`config.mk`:
```
export PLATFORM = sky130hd
export DESIGN_NAME = sellp_slice_set_builder
export DESIGN_NICKNAME = d
export VERILOG_FILES = /design/src/design/sellp_pkg.sv /design/src/design/sellp_rem_unit.sv /design/src/design/sellp_slice_set_builder.sv
export SDC_FILE = /design/constraint.sdc
export NUM_CORES = 1
export LEC_CHECK = 0
export BUFFER_PORTS_ARGS = -buffer_cell sky130_fd_sc_hd__buf_2
export CORE_MARGIN = 1
export CORE_UTILIZATION = 60
export DETAILED_ROUTE_END_ITERATION = 16
export GPL_TIMING_DRIVEN = 0
export HOLD_SLACK_MARGIN = 0.03
export MAX_ROUTING_LAYER = met4
export PLACE_DENSITY = 0.8
export SYNTH_ARGS = -nofsm -noshare
export SYNTH_HDL_FRONTEND = slang
export SYNTH_SLANG_ARGS = --single-unit
```
`constraint.sdc`:
```
create_clock -name clk -period 10.9 [get_ports clk]
set_clock_uncertainty 0.2 [all_clocks]
set_input_delay 0.545 -clock clk [delete_from_list [all_inputs] [get_ports clk]]
set_output_delay 0.545 -clock clk [all_outputs]
set_load 0.01 [all_outputs]
```
`src/design/sellp_pkg.sv`:
```
// Package: shared types, widths and constants of the SELL-P slice table builder.
`timescale 1ns / 1ps

package sellp_pkg;

  localparam int ROW_PTR_W     = 31;
  localparam int SLICE_NUM_W   = 31;
  localparam int SLICE_WIDTH_W = 32;
  localparam int OFFSET_W      = 40;
  localparam int CFG_W         = 9;
  localparam int CFG_IDX_W     = 1;
  localparam int DIV_W         = 32;

  localparam int INDEX_BITS_DEF  = 31;
  localparam int OFFSET_BITS_DEF = 40;

  localparam logic [CFG_W-1:0] ROWS_PER_SLICE_RST = 9'd64;
  localparam logic [CFG_W-1:0] WIDTH_MULTIPLE_RST = 9'd1;

  typedef enum logic [CFG_IDX_W-1:0] {
    REG_ROWS_PER_SLICE = 1'b0,
    REG_WIDTH_MULTIPLE = 1'b1
  } cfg_reg_t;

  typedef struct packed {
    logic [ROW_PTR_W-1:0] row_pointer;
    logic                 final_entry;
  } in_item_t;

  typedef struct packed {
    logic [SLICE_NUM_W-1:0]   slice_number;
    logic [SLICE_WIDTH_W-1:0] slice_width;
    logic [OFFSET_W-1:0]      slice_start;
    logic [OFFSET_W-1:0]      slice_finish;
    logic                     last_slice;
    logic                     overflow;
  } out_item_t;

endpackage

```
`src/design/sellp_rem_unit.sv`:
```
// Radix-2 restoring remainder unit: one quotient bit per cycle.
`timescale 1ns / 1ps

module sellp_rem_unit (
  input  logic                       clk,
  input  logic                       rst_n,
  input  logic                       start,
  input  logic [sellp_pkg::DIV_W-1:0] dividend,
  input  logic [sellp_pkg::CFG_W-1:0] divisor,
  output logic                       done,
  output logic [sellp_pkg::CFG_W-1:0] remainder
);
  import sellp_pkg::*;

  localparam int CNT_W = $clog2(DIV_W);
  localparam logic [CNT_W-1:0] LAST_STEP = CNT_W'(DIV_W - 1);

  logic                busy_r,    busy_nxt;
  logic                done_r,    done_nxt;
  logic [CNT_W-1:0]    cnt_r,     cnt_nxt;
  logic [DIV_W-1:0]    dvd_r,     dvd_nxt;
  logic [CFG_W-1:0]    dsr_r,     dsr_nxt;
  logic [CFG_W-1:0]    rem_r,     rem_nxt;
  logic [CFG_W:0]      shifted;
  logic [CFG_W:0]      diff;
  logic                fits;

  always_comb begin
    shifted  = {rem_r, dvd_r[DIV_W-1]};
    diff     = shifted - {1'b0, dsr_r};
    fits     = shifted >= {1'b0, dsr_r};
    busy_nxt = busy_r;
    done_nxt = 1'b0;
    cnt_nxt  = cnt_r;
    dvd_nxt  = dvd_r;
    dsr_nxt  = dsr_r;
    rem_nxt  = rem_r;
    if (start) begin
      busy_nxt = 1'b1;
      cnt_nxt  = '0;
      dvd_nxt  = dividend;
      dsr_nxt  = divisor;
      rem_nxt  = '0;
    end else if (busy_r) begin
      rem_nxt = fits ? diff[CFG_W-1:0] : shifted[CFG_W-1:0];
      dvd_nxt = {dvd_r[DIV_W-2:0], 1'b0};
      cnt_nxt = cnt_r + 1'b1;
      if (cnt_r == LAST_STEP) begin
        busy_nxt = 1'b0;
        done_nxt = 1'b1;
      end
    end
  end

  always_ff @(posedge clk) begin
    if (!rst_n) begin
      busy_r <= 1'b0;
      done_r <= 1'b0;
      cnt_r  <= '0;
    end else begin
      busy_r <= busy_nxt;
      done_r <= done_nxt;
      cnt_r  <= cnt_nxt;
    end
    dvd_r <= dvd_nxt;
    dsr_r <= dsr_nxt;
    rem_r <= rem_nxt;
  end

  assign done      = done_r;
  assign remainder = rem_r;

endmodule

```
`src/design/sellp_slice_set_builder.sv`:
```
// Top level: builds SELL-P slice widths and offsets from a CSR row-pointer stream.
//
//   Channel  Direction  Handshake          Payload
//   in_      input      in_valid/in_ready  in_item_t  (row_pointer, final_entry)
//   out_     output     out_valid/out_ready out_item_t (slice number, width, offsets, flags)
//   cfg_     input      cfg_wr_en          cfg_index, cfg_wdata
//
// The first entry of a matrix only records its row pointer; every later entry passes the
// divide and row steps, and the emit step too when it closes a slice. The divide step waits
// for the 32 steps of the remainder unit that rounds the row length up.
// A slice result waits in the output register; the block still takes the next entry,
// and stalls in its emit step only if a second result is due before the first transfer.
// Reset is synchronous and active low and restores every register but x_r and out_data_r.
`timescale 1ns / 1ps

module sellp_slice_set_builder #(
  parameter int INDEX_BITS  = sellp_pkg::INDEX_BITS_DEF,
  parameter int OFFSET_BITS = sellp_pkg::OFFSET_BITS_DEF
) (
  input  logic                          clk,
  input  logic                          rst_n,
  input  logic                          in_valid,
  output logic                          in_ready,
  input  sellp_pkg::in_item_t           in_data,
  output logic                          out_valid,
  input  logic                          out_ready,
  output sellp_pkg::out_item_t          out_data,
  input  logic                          cfg_wr_en,
  input  logic [sellp_pkg::CFG_IDX_W-1:0] cfg_index,
  input  logic [sellp_pkg::CFG_W-1:0]   cfg_wdata
);
  import sellp_pkg::*;

  localparam int PTR_BITS = (INDEX_BITS < ROW_PTR_W) ? INDEX_BITS : ROW_PTR_W;
  localparam logic [ROW_PTR_W-1:0] PTR_MASK = (ROW_PTR_W'(1) << PTR_BITS) - 1'b1;
  localparam int SUM_W = ((OFFSET_BITS > SLICE_WIDTH_W) ? OFFSET_BITS : SLICE_WIDTH_W) + 1;
  localparam logic [SUM_W-1:0] OFF_MAX = SUM_W'({OFFSET_BITS{1'b1}});

  typedef enum logic [1:0] {
    S_IDLE,
    S_DIV,
    S_ROW,
    S_EMIT
  } state_t;

  state_t                   state_r,    state_nxt;
  logic [CFG_W-1:0]         rps_r,      rps_nxt;
  logic [CFG_W-1:0]         wm_r,       wm_nxt;
  logic [ROW_PTR_W-1:0]     prev_r,     prev_nxt;
  logic                     have_prev_r, have_prev_nxt;
  logic [CFG_W-1:0]         rows_r,     rows_nxt;
  logic [SLICE_WIDTH_W-1:0] max_r,      max_nxt;
  logic [OFFSET_BITS-1:0]   offset_r,   offset_nxt;
  logic [INDEX_BITS-1:0]    cnt_r,      cnt_nxt;
  logic                     sat_r,      sat_nxt;
  logic                     fin_r,      fin_nxt;
  logic [DIV_W-1:0]         x_r,        x_nxt;
  logic [CFG_W-1:0]         mult_r,     mult_nxt;
  logic                     out_valid_r, out_valid_nxt;
  out_item_t                out_data_r, out_data_nxt;

  logic                     in_fire;
  logic                     div_start;
  logic                     rem_done;
  logic [CFG_W-1:0]         rem;
  logic [ROW_PTR_W-1:0]     cur;
  logic [ROW_PTR_W-1:0]     len;
  logic [CFG_W-1:0]         mult;
  logic [CFG_W-1:0]         limit;
  logic [SLICE_WIDTH_W-1:0] rounded;
  logic [SUM_W-1:0]         sum;
  logic                     sum_sat;
  logic [OFFSET_BITS-1:0]   finish;
  logic                     out_free;

  sellp_rem_unit u_rem (
    .clk       (clk),
    .rst_n     (rst_n),
    .start     (div_start),
    .dividend  (x_nxt),
    .divisor   (mult_nxt),
    .done      (rem_done),
    .remainder (rem)
  );

  assign in_ready  = (state_r == S_IDLE);
  assign in_fire   = in_valid && in_ready;
  assign out_valid = out_valid_r;
  assign out_data  = out_data_r;
  assign out_free  = !out_valid_r || out_ready;

  always_comb begin
    cur     = in_data.row_pointer & PTR_MASK;
    len     = (cur >= prev_r) ? (cur - prev_r) : '0;
    mult    = (wm_r != '0) ? wm_r : CFG_W'(1);
    limit   = (rps_r != '0) ? rps_r : CFG_W'(1);
    rounded = x_r - DIV_W'(rem);
    sum     = SUM_W'(offset_r) + SUM_W'(max_r);
    sum_sat = sum > OFF_MAX;
    finish  = sum_sat ? OFF_MAX[OFFSET_BITS-1:0] : sum[OFFSET_BITS-1:0];

    state_nxt     = state_r;
    rps_nxt       = rps_r;
    wm_nxt        = wm_r;
    prev_nxt      = prev_r;
    have_prev_nxt = have_prev_r;
    rows_nxt      = rows_r;
    max_nxt       = max_r;
    offset_nxt    = offset_r;
    cnt_nxt       = cnt_r;
    sat_nxt       = sat_r;
    fin_nxt       = fin_r;
    x_nxt         = x_r;
    mult_nxt      = mult_r;
    out_valid_nxt = out_valid_r && !out_ready;
    out_data_nxt  = out_data_r;
    div_start     = 1'b0;

    if (cfg_wr_en) begin
      unique case (cfg_reg_t'(cfg_index))
        REG_ROWS_PER_SLICE: rps_nxt = cfg_wdata;
        REG_WIDTH_MULTIPLE: wm_nxt  = cfg_wdata;
        default:            rps_nxt = rps_r;
      endcase
    end

    unique case (state_r)
      S_IDLE: begin
        if (in_fire) begin
          if (!have_prev_r) begin
            if (in_data.final_entry) begin
              prev_nxt      = '0;
              have_prev_nxt = 1'b0;
              rows_nxt      = '0;
              max_nxt       = '0;
              offset_nxt    = '0;
              cnt_nxt       = '0;
              sat_nxt       = 1'b0;
            end else begin
              prev_nxt      = cur;
              have_prev_nxt = 1'b1;
            end
          end else begin
            prev_nxt  = cur;
            fin_nxt   = in_data.final_entry;
            mult_nxt  = mult;
            x_nxt     = DIV_W'(len) + DIV_W'(mult) - DIV_W'(1);
            state_nxt = S_DIV;
          end
        end
      end
      S_DIV: begin
        if (rem_done) begin
          state_nxt = S_ROW;
        end
      end
      S_ROW: begin
        if (rounded > max_r) begin
          max_nxt = rounded;
        end
        rows_nxt = rows_r + 1'b1;
        if ((rows_nxt < limit) && !fin_r) begin
          state_nxt = S_IDLE;
        end else begin
          state_nxt = S_EMIT;
        end
      end
      S_EMIT: begin
        if (out_free) begin
          out_valid_nxt             = 1'b1;
          out_data_nxt.slice_number = SLICE_NUM_W'(cnt_r);
          out_data_nxt.slice_width  = max_r;
          out_data_nxt.slice_start  = OFFSET_W'(offset_r);
          out_data_nxt.slice_finish = OFFSET_W'(finish);
          out_data_nxt.last_slice   = fin_r;
          out_data_nxt.overflow     = sat_r || sum_sat;
          if (fin_r) begin
            prev_nxt      = '0;
            have_prev_nxt = 1'b0;
            offset_nxt    = '0;
            cnt_nxt       = '0;
            sat_nxt       = 1'b0;
          end else begin
            offset_nxt = finish;
            cnt_nxt    = cnt_r + 1'b1;
            sat_nxt    = sat_r || sum_sat;
          end
          rows_nxt  = '0;
          max_nxt   = '0;
          state_nxt = S_IDLE;
        end
      end
      default: state_nxt = S_IDLE;
    endcase

    div_start = (state_r == S_IDLE) && (state_nxt == S_DIV);
  end

  always_ff @(posedge clk) begin
    if (!rst_n) begin
      state_r     <= S_IDLE;
      rps_r       <= ROWS_PER_SLICE_RST;
      wm_r        <= WIDTH_MULTIPLE_RST;
      prev_r      <= '0;
      have_prev_r <= 1'b0;
      rows_r      <= '0;
      max_r       <= '0;
      offset_r    <= '0;
      cnt_r       <= '0;
      sat_r       <= 1'b0;
      fin_r       <= 1'b0;
      mult_r      <= CFG_W'(1);
      out_valid_r <= 1'b0;
    end else begin
      state_r     <= state_nxt;
      rps_r       <= rps_nxt;
      wm_r        <= wm_nxt;
      prev_r      <= prev_nxt;
      have_prev_r <= have_prev_nxt;
      rows_r      <= rows_nxt;
      max_r       <= max_nxt;
      offset_r    <= offset_nxt;
      cnt_r       <= cnt_nxt;
      sat_r       <= sat_nxt;
      fin_r       <= fin_nxt;
      mult_r      <= mult_nxt;
      out_valid_r <= out_valid_nxt;
    end
    x_r        <= x_nxt;
    out_data_r <= out_data_nxt;
  end

  // A result only appears after the emit step.
  a_emit_source: assert property (@(posedge clk) disable iff (!rst_n)
    $rose(out_valid_r) |-> $past(state_r == S_EMIT))
    else $error("result appeared outside the emit step");

  // The remainder unit only finishes while the sequencer waits for it.
  a_done_in_div: assert property (@(posedge clk) disable iff (!rst_n)
    rem_done |-> state_r == S_DIV)
    else $error("remainder finished outside the divide step");

  // The remainder stays below the divisor used for the row.
  a_rem_range: assert property (@(posedge clk) disable iff (!rst_n)
    rem_done |-> rem < mult_r)
    else $error("remainder not below the width multiple");

endmodule
```
# Word-level counts from Yosys, hierarchy flattened
# Cells that the tools add are included.
# classes
bitwise	3
n_eq_ne	11
n_reduce_logical	25
magnitude_cmp	5
n_mux	66
add_sub_neg	9
# op_table
operator	n
2-to-1 mux 31 bit	11
2-to-1 mux 32 bit	10
2-to-1 mux 40 bit	6
case mux 31 bit (2 select lines)	2
case mux 32 bit (3 select lines)	1
2-to-1 mux 9 bit	10
case mux 40 bit (2 select lines)	1
adder 40 x 32 -> 41 bit	1
> comparator 41 x 40 -> 1 bit, second input constant	1
adder 31 x 9 -> 32 bit	1
> comparator 32 bit	1
subtractor 32 x 1 -> 32 bit, second input constant	1
subtractor 32 x 9 -> 32 bit	1
adder 31 x 1 -> 31 bit, second input constant	1
>= comparator 31 bit	1
subtractor 31 bit	1
case mux 9 bit (3 select lines)	1
nonzero test 9 bit	2
2-to-1 mux 1 bit	16
>= comparator 10 x 9 -> 1 bit	1
2-to-1 mux 2 bit	5
AND reduction 5 bit	2
adder 9 x 1 -> 9 bit, second input constant	1
less-than comparator 9 bit	1
other kinds (22)	40
# word_totals
word_cells	145
ff_bits	410
output_inout_bits	147
input_bits	47

# Longest topological paths before layout
# Gate-level depths: netlist of run 1.
# logic_depth
ltp_word	9
depth_mapped	26

# Hierarchy
# From an unflattened synthesis of run 1, not the netlist that was laid out.
# hier_totals
cells_unflattened	2346
hier_area_um2	22768.1
# by_module_without_submodules
mod	seq_area_each_um2	area_per_inst_um2	cells_per_inst	instances
sellp_slice_set_builder	8518.2	19976.7	2130	1
sellp_rem_unit	1551.5	2791.4	216	1

# Worst setup path after synthesis of run 1
# No wires, ideal clock.
# synth_path
path_type	reg2reg
from	register state_r[1]
to	register out_data_r (netlist bit out_data[0]) (enable)
required_ns	10.032
arrival_ns	7.001
stages_incl_launch_ff	3
setup_time_ns	0.668
period_less_slack_ns	7.869
slack_ns	3.031
path_buffers	0
path_cell_list	dfxtp_1 -> ha_1 -> nor2b_1
# synth_between
elab_chain_len	2
# synth_lines
item	line_no	text
start: declaration	sellp_slice_set_builder.sv:46	state_t state_r, state_nxt;
start signal: assignment	sellp_slice_set_builder.sv:215	state_r <= state_nxt;
equality test 2 bit	sellp_slice_set_builder.sv:127	unique case (state_r)
AND reduction 2 bit (no line)	-	
end signal: assignment	sellp_slice_set_builder.sv:230	out_data_r <= out_data_nxt;
end: declaration	sellp_slice_set_builder.sv:60	out_item_t out_data_r, out_data_nxt;
# Every way passes these cells.
# A chain may end at the register's enable or synchronous reset.

# Final worst setup path of run 1
# layout_path
from	register prev_r[1]
to	register u_rem.dvd_r[29] (data pin)
# layout_between
elab_chain_len	8
word_cells_on_any_way	9
classes_between	3 x add/sub; 1 x order compare; 5 x mux
# layout_lines
item	line_no	text
start: declaration	sellp_slice_set_builder.sv:49	logic [ROW_PTR_W-1:0] prev_r, prev_nxt;
start signal: assignment	sellp_slice_set_builder.sv:218	prev_r <= prev_nxt;
subtractor 31 bit or >= comparator 31 bit (tied branches)	sellp_slice_set_builder.sv:94	len = (cur >= prev_r) ? (cur - prev_r) : '0;
2-to-1 mux 31 bit (*)	sellp_slice_set_builder.sv:94	
adder 31 x 9 -> 32 bit (*)	sellp_slice_set_builder.sv:147	x_nxt = DIV_W'(len) + DIV_W'(mult) - DIV_W'(1);
subtractor 32 x 1 -> 32 bit (*)	sellp_slice_set_builder.sv:147	
2-to-1 mux 32 bit (*)	sellp_slice_set_builder.sv:130	if (!have_prev_r) begin
2-to-1 mux 32 bit (*)	sellp_slice_set_builder.sv:129	if (in_fire) begin
2-to-1 mux 32 bit (*)	sellp_slice_set_builder.sv:127	
2-to-1 mux 32 bit (*)	sellp_rem_unit.sv:38	if (start) begin
via u_rem.dvd_nxt[29]	sellp_rem_unit.sv:21	logic [DIV_W-1:0] dvd_r, dvd_nxt;
end signal: assignment	sellp_rem_unit.sv:65	dvd_r <= dvd_nxt;
end: declaration	sellp_rem_unit.sv:21	
# The timed path passes the listed nets; every way through them passes the cells marked *.

==> results of run 1 <==
==> metal layers <==
layer,up-vias,GRT usage [%],routed length [µm]
li1,8731,-,-
met1,8321,34.7,22400
met2,605,46.8,24900
met3,107,3.67,3060
met4,0,11.3,1680
met5,-,-,0
==> synthesized netlist by cell type, types with 17 or more instances <==
master,number
and2_1,41
a22oi_1,35
nand3_1,48
a21o_1,53
ha_1,168
a211oi_1,17
edfxtp_1,186
xnor2_1,61
nand4_1,31
a22o_1,64
o21a_1,21
xor2_1,78
nand2_1,276
and3_1,22
o21ai_0,106
nor2_1,137
nor2b_1,68
nand2b_1,25
clkbuf_1,68
inv_1,146
a21oi_1,138
a21boi_0,26
nor3_1,32
dfxtp_1,224
or3_1,17
a31oi_1,20
==> worst min path at each step <==
stage / start / depth (start not counted) / to
after floorplan: offset_r[32] / 0 / out_data[74]
after global placement: offset_r[32] / 0 / out_data[74]
after detailed placement: offset_r[32] / 0 / out_data[74]
after CTS: in_data[26] / 3 / prev_r[25]
after global routing: cfg_wdata[3] / 3 / wm_r[3]
final: in_data[26] / 3 / prev_r[25]
==> flip-flops by register name, indices dropped and copies added (netlist names), 2 cells and up <==
register and count:
out_data 145, rows_r 9, cnt_r 31, state_r 2
u_rem.dsr_r 9, u_rem.cnt_r 5, offset_r 40, wm_r 9
rps_r 9, max_r 32, u_rem.remainder 9, mult_r 9
x_r 32, u_rem.dvd_r 32, prev_r 31
==> worst max-delay path, stage by stage (launching register included) <==
cell and delay (ns):
dfxtp_1 0.38, inv_1 0.07, ha_1 0.28, nor2b_1 0.15, o31ai_1 0.49, a221oi_2 0.21
a311o_1 0.50, nand4_1 0.13, and3_1 0.22, o21ai_2 0.09, a31o_2 0.25, buf_2 0.19
nand2b_1 0.11, ha_1 0.24, inv_1 0.07, ha_1 0.17, inv_1 0.06, fa_1 0.39
nor2b_1 0.15, o31a_1 0.16, o21ai_1 0.10, a31oi_1 0.48, a211oi_2 0.21, o21ai_0 0.37
a41oi_1 0.21, mux2i_1 0.29, a31oi_1 0.13
==> logic make-up after synthesis <==
group                    count (synthesis)
multiplexers                            22
buffers and inverters                  225
AO/OA/AOI/OAI                          573
AND/OR/NAND/NOR                        746
flip-flops                             410
adder cells (fa/ha/maj)                173
XOR/XNOR                               140
==> area by class of cell <==
class,count,area (µm²),area share (%)
flip-flops and latches,410,10100,40.1
well taps,461,577,2.30
multi-input cells,1654,11100,44.3
inverters,146,548,2.18
repair buffers,201,1090,4.33
clock buffers,60,1200,4.78
clock inverters,20,194,0.773
plain buffers,79,314,1.25
diodes,1,2.50,0.00997
==> power groups by stage <==
stage,combinational (mW),clock (mW),sequential [mW]
floorplan,1.98,0,1.98
global placement,2.47,0,2.03
detailed placement,2.57,0,2.03
CTS,2.59,1.46,2.00
global route,2.93,1.52,2.03
finish,2.62,1.44,2.01
==> repair_timing <==
| action | 4_1_cts | 5_1_grt |
|---|---|---|
| hold endpoints to repair | 5 | 0 |
| hold buffers | 4 | 0 |
| setup buffers | 0 | 0 |
| endpoints found under the setup margin | 0 | 0 |
==> results by group, run 1 <==
Pwr
  – Switching pwr: 2.35 mW
  – Clk pwr share: 23.8%
  – PwrDens: 242 nW/µm²
  – Max rail drop VDD: 0.000181 V
  – Flop pwr share: 33.1%
  – Net Sw Frac: 38.7%
  – Total power: 6.07 mW
  – Lkg Pwr: 10.7 nW
  – Internal: 3.72 mW
  – Combinational share of power: 43.2%

Yosys
  – Post-synth EDFFs: 186
  – Post-synthesis sequential area ratio: 45.7%
  – Synth Area in XOR/XNOR: 5.60%
  – Top-area cell type share of the netlist area: 25.4%
  – Post-synthesis simple-gate area fraction: 16.3%
  – Adder and majority cell fraction of the synthesized area: 10.0%
  – Synth area leaders: edfxtp_1 25%, dfxtp_1 20%, ha_1 9.5%
  – Synthesized area per cell: 9.62 µm²
  – Syn_nets: 2509
  – #FFs+latches synth: 410
  – Top_reg_cell synth: dfxtp_1
  – Synthesized area: 22000 µm²
  – Largest family of logic cells by synthesized area: compound AO/OA/AOI/OAI gates
  – Post-synthesis cell count: 2289
  – Syn. warnings: 0
  – Cell variety after synth: 74
  – Mux cell area share after synthesis: 1.08%
  – Synth Area in Compound Gates: 17.4%
  – Post-synth ARST share: 0%
  – Area leader, netlist: edfxtp_1

Detailed routing
  – Antenna-violating nets left: 0
  – DRT Wirelength: 52000 µm
  – Iteration-0 DRC Markers: 1285
  – Drt first pass iters: 5
  – Wirelength per Cell: 17.2 µm
  – DR vias: 17800
  – DRC viols: 0
  – Vias per cell: 5.86

Cells and area
  – Fin nets: 2755
  – Most common cell after layout, fill and taps aside: nand2_1
  – Util after Layout: 70.1%
  – Fillcell total: 2612
  – Finished Layout Cells: 3032
  – Design Area, Final: 25100 µm²
  – Area growth, synth to finish: 13.9%
  – Commonest non-fill, non-tap cells in the layout: 276 x nand2_1, 224 x dfxtp_1, 201 x buf_2
  – Share of cells above drive strength 1: 12.4%

Placement
  – Placed Cells incl. Taps: 2947
  – RD Place Congestion: 1.01
  – Placed Area: 23700 µm²
  – Hpwl dp: 39600 µm
  – PortBufs: 193
  – Worst slack, placed: 4.06 ns

Clock tree
  – H-tree levels: 2
  – CTS Root Cell: clkbuf_16
  – TritonCTS clock tree: done
  – Clock transition at path regs: 0.07 ns
  – Num CTS Buffers: 43
  – Post-cts resize count: 0
  – Max clock buf depth: 3
  – CTS sink count: 410
  – Clk_lat worst skew: 0.58 ns

STA
  – Final setup margin: 4.31 ns
  – Period utilization: 60.4%
  – Setup TNS: 0 ns
  – FMAX: 0.152 GHz
  – Unrepaired setup endpoints after global routing: false
  – Worst-Margin Slew: 1.16 ns
  – Fin. Hold Viols: 0
  – Min Tclk post-route: 6.59 ns
  – Final count of pins violating max slew: 0
  – Slew HR: 21.8%
  – Hold WS: 0.0494 ns
  – Setup violators final: 0

Global route
  – Initial antenna violation count: 1
  – Pin count of the biggest net entering global routing: 40
  – First-pass GRT wire length: 83700 µm
  – GRT Overall Usage: 28.1%
  – Vias in the first global route: 17000
  – Remaining global-route overflow: 0

Setup path
  – WP data arrival: 6.68 ns
  – Largest fanout on the critical path: 10
  – Crit path from: prev_r[1]
  – Reg2reg path depth: 26
  – Worst setup endpoint: u_rem.dvd_r[29]
  – CP Class: reg2reg
  – CP endpoint kind: flop
  – Startpoint Class: flop
  – R2r setup slk: 4.31 ns
  – Critical path required time: 10.99 ns
  – Critical R2R Capture: u_rem.dvd_r[29]
  – Reg2reg start: prev_r[1]

Floorplan
  – Site Rows: 69
  – DIE HEIGHT: 194 µm
  – Die X: 194 µm
  – Initial Utilization: 61.5%
  – Core ar.: 35800 µm²
  – Die area: 37500 µm²
  – Top-Level Pins: 194

Run
  – Max-cap violation count: 0

Min path
  – HP Class: in2reg

Run status
  – Outcome: finished clean
(Power assumes the default switching activity.)
==> run 2, diff against run 1 <==
--- a/config.mk
+++ b/config.mk
@@ -7,12 +7,12 @@
 export LEC_CHECK = 0
 export BUFFER_PORTS_ARGS = -buffer_cell sky130_fd_sc_hd__buf_2
 export CORE_MARGIN = 1
-export CORE_UTILIZATION = 60
+export CORE_UTILIZATION = 55
 export DETAILED_ROUTE_END_ITERATION = 16
 export GPL_TIMING_DRIVEN = 0
 export HOLD_SLACK_MARGIN = 0.03
 export MAX_ROUTING_LAYER = met4
-export PLACE_DENSITY = 0.8
+export PLACE_DENSITY = 0.77
 export SYNTH_ARGS = -nofsm -noshare
 export SYNTH_HDL_FRONTEND = slang
 export SYNTH_SLANG_ARGS = --single-unit
==> constraint.sdc (replaced) <==
create_clock -name clk -period 5.59 [get_ports clk]
set_clock_uncertainty 0.2 [all_clocks]
set_input_delay 0.2795 -clock clk [delete_from_list [all_inputs] [get_ports clk]]
set_output_delay 0.2795 -clock clk [all_outputs]
set_load 0.01 [all_outputs]
==> results by group, run 2 (synthesized netlist as in run 1, its figures left out) <==
Pwr
  – Lkg Pwr: 11.0 nW
  – Max rail drop VDD: 0.000337 V
  – PwrDens: 472 nW/µm²

Detailed routing
  – Vias per cell: 5.71
  – Drt first pass iters: 5
  – DRT Wirelength: 55400 µm
  – Antenna-violating nets left: 0
  – DRC viols: 0
  – Wirelength per Cell: 17.6 µm
  – DR vias: 17900
  – Iteration-0 DRC Markers: 1236

Min path
  – Min-Delay Startpoint: cfg_index
  – Worst hold path stage count: 4
  – HP Class: in2reg
  – Endpoint, Worst Hold: wm_r[4]

Placement
  – Hpwl dp: 41300 µm
  – Worst slack, placed: -0.943 ns
  – RD Place Congestion: 0.930
  – Placed Area: 23700 µm²
  – PortBufs: 193

Clock tree
  – Max clock buf depth: 3
  – TritonCTS clock tree: done
  – Clock transition at path regs: 0.06 ns
  – H-tree levels: 2
  – Clk_lat worst skew: 0.58 ns
  – CTS sink count: 410
  – Num CTS Buffers: 41
  – CTS Root Cell: clkbuf_16

Cells and area
  – Area growth, synth to finish: 18.7%
  – Commonest non-fill, non-tap cells in the layout: 276 x nand2_1, 221 x dfxtp_1, 200 x buf_2
  – Share of cells above drive strength 1: 15.6%
  – Most common cell after layout, fill and taps aside: nand2_1
  – Largest register FFs: 145
  – Antenna cells: 0
  – Design Area, Final: 26200 µm²
  – Fin nets: 2812

Floorplan
  – Core ar.: 39100 µm²
  – DIE HEIGHT: 202 µm
  – Top-Level Pins: 194
  – Initial Utilization: 56.3%
  – Die X: 202 µm
  – Die area: 40900 µm²
  – Site Rows: 72

Setup path
  – CP Class: in2reg
  – Critical path required time: 5.68 ns
  – Largest fanout on the critical path: 5
  – CP endpoint kind: flop
  – Reg2reg path depth: 25
  – Crit path max-delay cell type: dlygate4sd3_1
  – Reg2reg start: prev_r[2]
  – Startpoint Class: input port
  – Critical R2R Capture: u_rem.dvd_r[29]
  – R2r setup slk: 0.007 ns
  – Slowest stage delay, CP: 0.53 ns
  – Crit path top cell by count: ha_4
  – WP data arrival: 5.67 ns

STA
  – Fin. Hold Viols: 0
  – Period utilization: 99.9%
  – Hold WS: 0.0525 ns
  – Min Tclk post-route: 5.58 ns
  – Setup violators final: 0
  – Final count of pins violating max slew: 0
  – Slew HR: 17.8%
  – Worst-Margin Slew: 1.22 ns
  – Unrepaired setup endpoints after global routing: true
  – FMAX: 0.179 GHz
  – Final setup margin: 0.00661 ns

Global route
  – Remaining global-route overflow: 0
  – Met2 Use GR: 45.7%
  – Vias in the first global route: 16900
  – GRT Overall Usage: 26.9%
  – Initial antenna violation count: 0
  – First-pass GRT wire length: 85800 µm
  – Most used routing layer: met2
  – GR Util met3: 3.72%
  – Grt met1 use: 32.9%
  – Pin count of the biggest net entering global routing: 38

Run
  – Max-cap violation count: 0

Run status
  – Outcome: finished clean
-- run 2: through the flow --
stage,power [mW],std cells,TNS [ns],utilization (%)
after global routing,13.1,3143,-0.430,66.9
after CTS,12.0,3135,0,66.0
after global placement,8.87,3000,-131.73,60.5
after floorplan,7.74,2289,0,-
after detailed placement,9.02,3004,-29.58,60.7
final,12.4,3143,0,66.9
-- run 2: area by class of cell --
class                      count  area (µm²)
clock buffer                  46        1080
timing repair buffer         263        1660
inverter                     146         548
clock inverter                30         292
multi-input combinational   1654       11500
tap                          518         648
fill                        3026       12900
buffer                        76         317
sequential                   410       10100
-- run 2: repair_timing --
item,in CTS,in global routing
buffers inserted,11,11
endpoints found under the hold margin,53,0
hold buffers,45,0
resized for setup,32,67
pin swaps,15,27
setup endpoints to repair,68,60
-- run 2: report_power, final --
| part | switching [mW] | leakage, nW | total [mW] | internal (mW) |
|---|---|---|---|---|
| Sequential | 0.295 | 3.72 | 3.91 | 3.62 |
| Combinational | 3.32 | 6.61 | 5.65 | 2.33 |
| Clock | 1.20 | 0.687 | 2.79 | 1.59 |
-- run 2: metal layers --
layer	part of all wire [%]	wire, µm	up-vias
met1	43	24000	8457
met5	0	0	-
met2	48	26900	575
met3	5.4	2970	101
met4	2.9	1600	0
li1	-	-	8799
-- run 2: worst max path at each step --
stage          startpoint         endpoint  slack (ns)  depth (start not counted)
3_5_place_dp    prev_r[1]  u_rem.dvd_r[29]       -0.94                         25
6_report       in_data[4]  u_rem.dvd_r[29]       0.007                         26
5_1_grt         prev_r[2]  u_rem.dvd_r[30]       -0.11                         25
3_3_place_gp    prev_r[1]  u_rem.dvd_r[29]       -0.86                         25
2_1_floorplan   prev_r[1]  u_rem.dvd_r[31]        0.11                         26
4_1_cts         prev_r[1]  u_rem.dvd_r[29]       0.004                         24
-- run 2: critical path, delay by kind of cell --
family / cells / cell delay (ns)
AOI/OAI and AO/OA: 13 / 2.93
and+or+nand+nor: 4 / 0.44
muxes: 1 / 0.30
buffers and inverters: 4 / 0.79
adders and majority gates: 4 / 0.92
==> run 3, diff against run 2 <==
--- a/config.mk
+++ b/config.mk
@@ -5,7 +5,8 @@
 export SDC_FILE = /design/constraint.sdc
 export NUM_CORES = 1
 export LEC_CHECK = 0
-export BUFFER_PORTS_ARGS = -buffer_cell sky130_fd_sc_hd__buf_2
+export BUFFER_PORTS_ARGS = -buffer_cell sky130_fd_sc_hd__clkbuf_2
+export CORE_ASPECT_RATIO = 0.9
 export CORE_MARGIN = 1
 export CORE_UTILIZATION = 55
 export DETAILED_ROUTE_END_ITERATION = 16
==> results by group, run 3 (synthesized netlist as in run 1, its figures left out) <==
Run status
  – Outcome: finished clean

Global route
  – Remaining global-route overflow: 0
  – Vias in the first global route: 17000
  – First-pass GRT wire length: 85800 µm
  – Initial antenna violation count: 0
  – GRT Overall Usage: 27.2%
  – Pin count of the biggest net entering global routing: 39

Floorplan
  – Die area: 40900 µm²
  – DIE HEIGHT: 192 µm
  – Top-Level Pins: 194
  – Core ar.: 39500 µm²
  – Site Rows: 69
  – Die X: 213 µm
  – Initial Utilization: 55.8%

Clock tree
  – Clk_lat worst skew: 0.58 ns
  – Num CTS Buffers: 43
  – CTS Root Cell: clkbuf_16
  – H-tree levels: 2
  – CTS sink count: 410
  – Clock transition at path regs: 0.06 ns
  – Max clock buf depth: 3
  – TritonCTS clock tree: done

Detailed routing
  – Drt first pass iters: 5
  – DR vias: 18000
  – Wirelength per Cell: 17.3 µm
  – Vias per cell: 5.70
  – DRC viols: 0
  – DRT Wirelength: 54700 µm
  – Iteration-0 DRC Markers: 1028
  – Antenna-violating nets left: 0

Setup path
  – CP Class: in2reg
  – CP endpoint kind: flop
  – Largest fanout on the critical path: 4
  – Reg2reg start: prev_r[2]
  – Crit path from: in_data[4]
  – WP data arrival: 5.70 ns
  – Critical path required time: 5.77 ns
  – Reg2reg path depth: 25
  – Startpoint Class: input port

Pwr
  – Lkg Pwr: 11.0 nW
  – Max rail drop VDD: 0.000368 V
  – PwrDens: 471 nW/µm²
  – Total power: 12.3 mW

Min path
  – Worst hold path stage count: 4
  – HP Class: in2reg
  – Min-Delay Startpoint: cfg_wr_en

Cells and area
  – Antenna cells: 0
  – Commonest non-fill, non-tap cells in the layout: 276 x nand2_1, 219 x dfxtp_1, 193 x clkbuf_2
  – Design Area, Final: 26100 µm²
  – Fillcell total: 3145
  – Largest register FFs: 145
  – Share of cells above drive strength 1: 15.0%
  – Most common cell after layout, fill and taps aside: nand2_1
  – Area growth, synth to finish: 18.5%
  – Fin nets: 2819
  – Util after Layout: 66.2%

STA
  – Setup violators final: 0
  – Min Tclk post-route: 5.51 ns
  – Unrepaired setup endpoints after global routing: true
  – Slew HR: 11.4%
  – Worst-Margin Slew: 1.32 ns
  – Period utilization: 98.6%
  – FMAX: 0.181 GHz
  – Hold WS: 0.0673 ns
  – Fin. Hold Viols: 0
  – Final count of pins violating max slew: 0

Placement
  – Hpwl dp: 40900 µm
  – Placed Area: 23800 µm²
  – RD Place Congestion: 0.971
  – PortBufs: 193

Run
  – Max-cap violation count: 0
## run 3: changes by cell type in the layout (fill, tap and decap cells not counted), moves of 4 or more
cell / previous run / this run
a21oi_1: 132 / 136
buf_2: 200 / 12
clkinv_2: 18 / 7
ha_4: 12 / 6
clkbuf_1: 63 / 72
a21oi_2: 6 / 2
clkbuf_2: 2 / 193
ha_1: 153 / 159
buf_4: 22 / 28
## run 3: metrics by stage
| step | worst slack [ns] | TNS, ns | std cells |
|---|---|---|---|
| floorplan | 0.110 | 0 | 2289 |
| global placement | -0.810 | -130.15 | 3014 |
| detailed placement | -0.784 | -25.12 | 3018 |
| CTS | -0.00242 | -0.00242 | 3146 |
| global route | -0.109 | -0.491 | 3165 |
| finish | 0.0758 | 0 | 3165 |
## run 3: worst paths after layout
| check | end | slack, ns |
|---|---|---|
| worst max-delay path | u_rem.dvd_r[31] | 0.08 |
| worst min-delay path | wm_r[5] | 0.07 |
| worst max register to register | u_rem.dvd_r[31] | 0.08 |
| worst min register to register | out_data[74] | 0.24 |
## run 3: power by group
| group | total, mW | internal, mW | switching [mW] | leakage, nW |
|---|---|---|---|---|
| Sequential | 3.92 | 3.62 | 0.300 | 3.72 |
| Clock | 2.87 | 1.66 | 1.20 | 0.687 |
| Combinational | 5.52 | 2.25 | 3.27 | 6.58 |
## run 3: repair_timing
action / CTS / global route
hold endpoints to repair: 53 / 0
endpoints found under the setup margin: 67 / 55
cloned: 0 / 0
hold buffers: 43 / 0
pin swaps: 10 / 30
setup buffers: 7 / 21
gates resized for setup: 29 / 53
## run 3: cell type report
class	count	area [µm²]	share of cell area, %
clock buffer	58	1160	4.45
sequential	410	10100	38.6
inverter	146	548	2.10
clock inverter	21	244	0.934
buffer	76	312	1.19
multi-input combinational	1654	11400	43.7
timing repair buffer	268	1690	6.49
tap	532	666	2.55
## run 3: routing by layer
layer / share of wire, % / track usage (%)
met5: 0 / -
met4: 3.8 / 10.7
met3: 5.4 / 4.23
met2: 46 / 43.7
met1: 44 / 34.4
## run 3: critical path, stage by stage
cell and delay (ns):
dlygate4sd3_1 0.53, clkbuf_2 0.14, ha_4 0.28, o21a_1 0.18, o31ai_4 0.11, a221oi_2 0.35, a311o_1 0.28, nand4_1 0.11
and3_4 0.20, o21ai_4 0.16, a31o_4 0.23, nand2b_1 0.08, ha_1 0.27, inv_1 0.06, ha_2 0.17, inv_2 0.04
fa_2 0.42, nor2b_4 0.14, o31a_1 0.18, o21ai_2 0.09, a31oi_4 0.23, a211oi_4 0.10, o21a_1 0.20, or4_1 0.46
mux2_4 0.28, o211ai_1 0.12
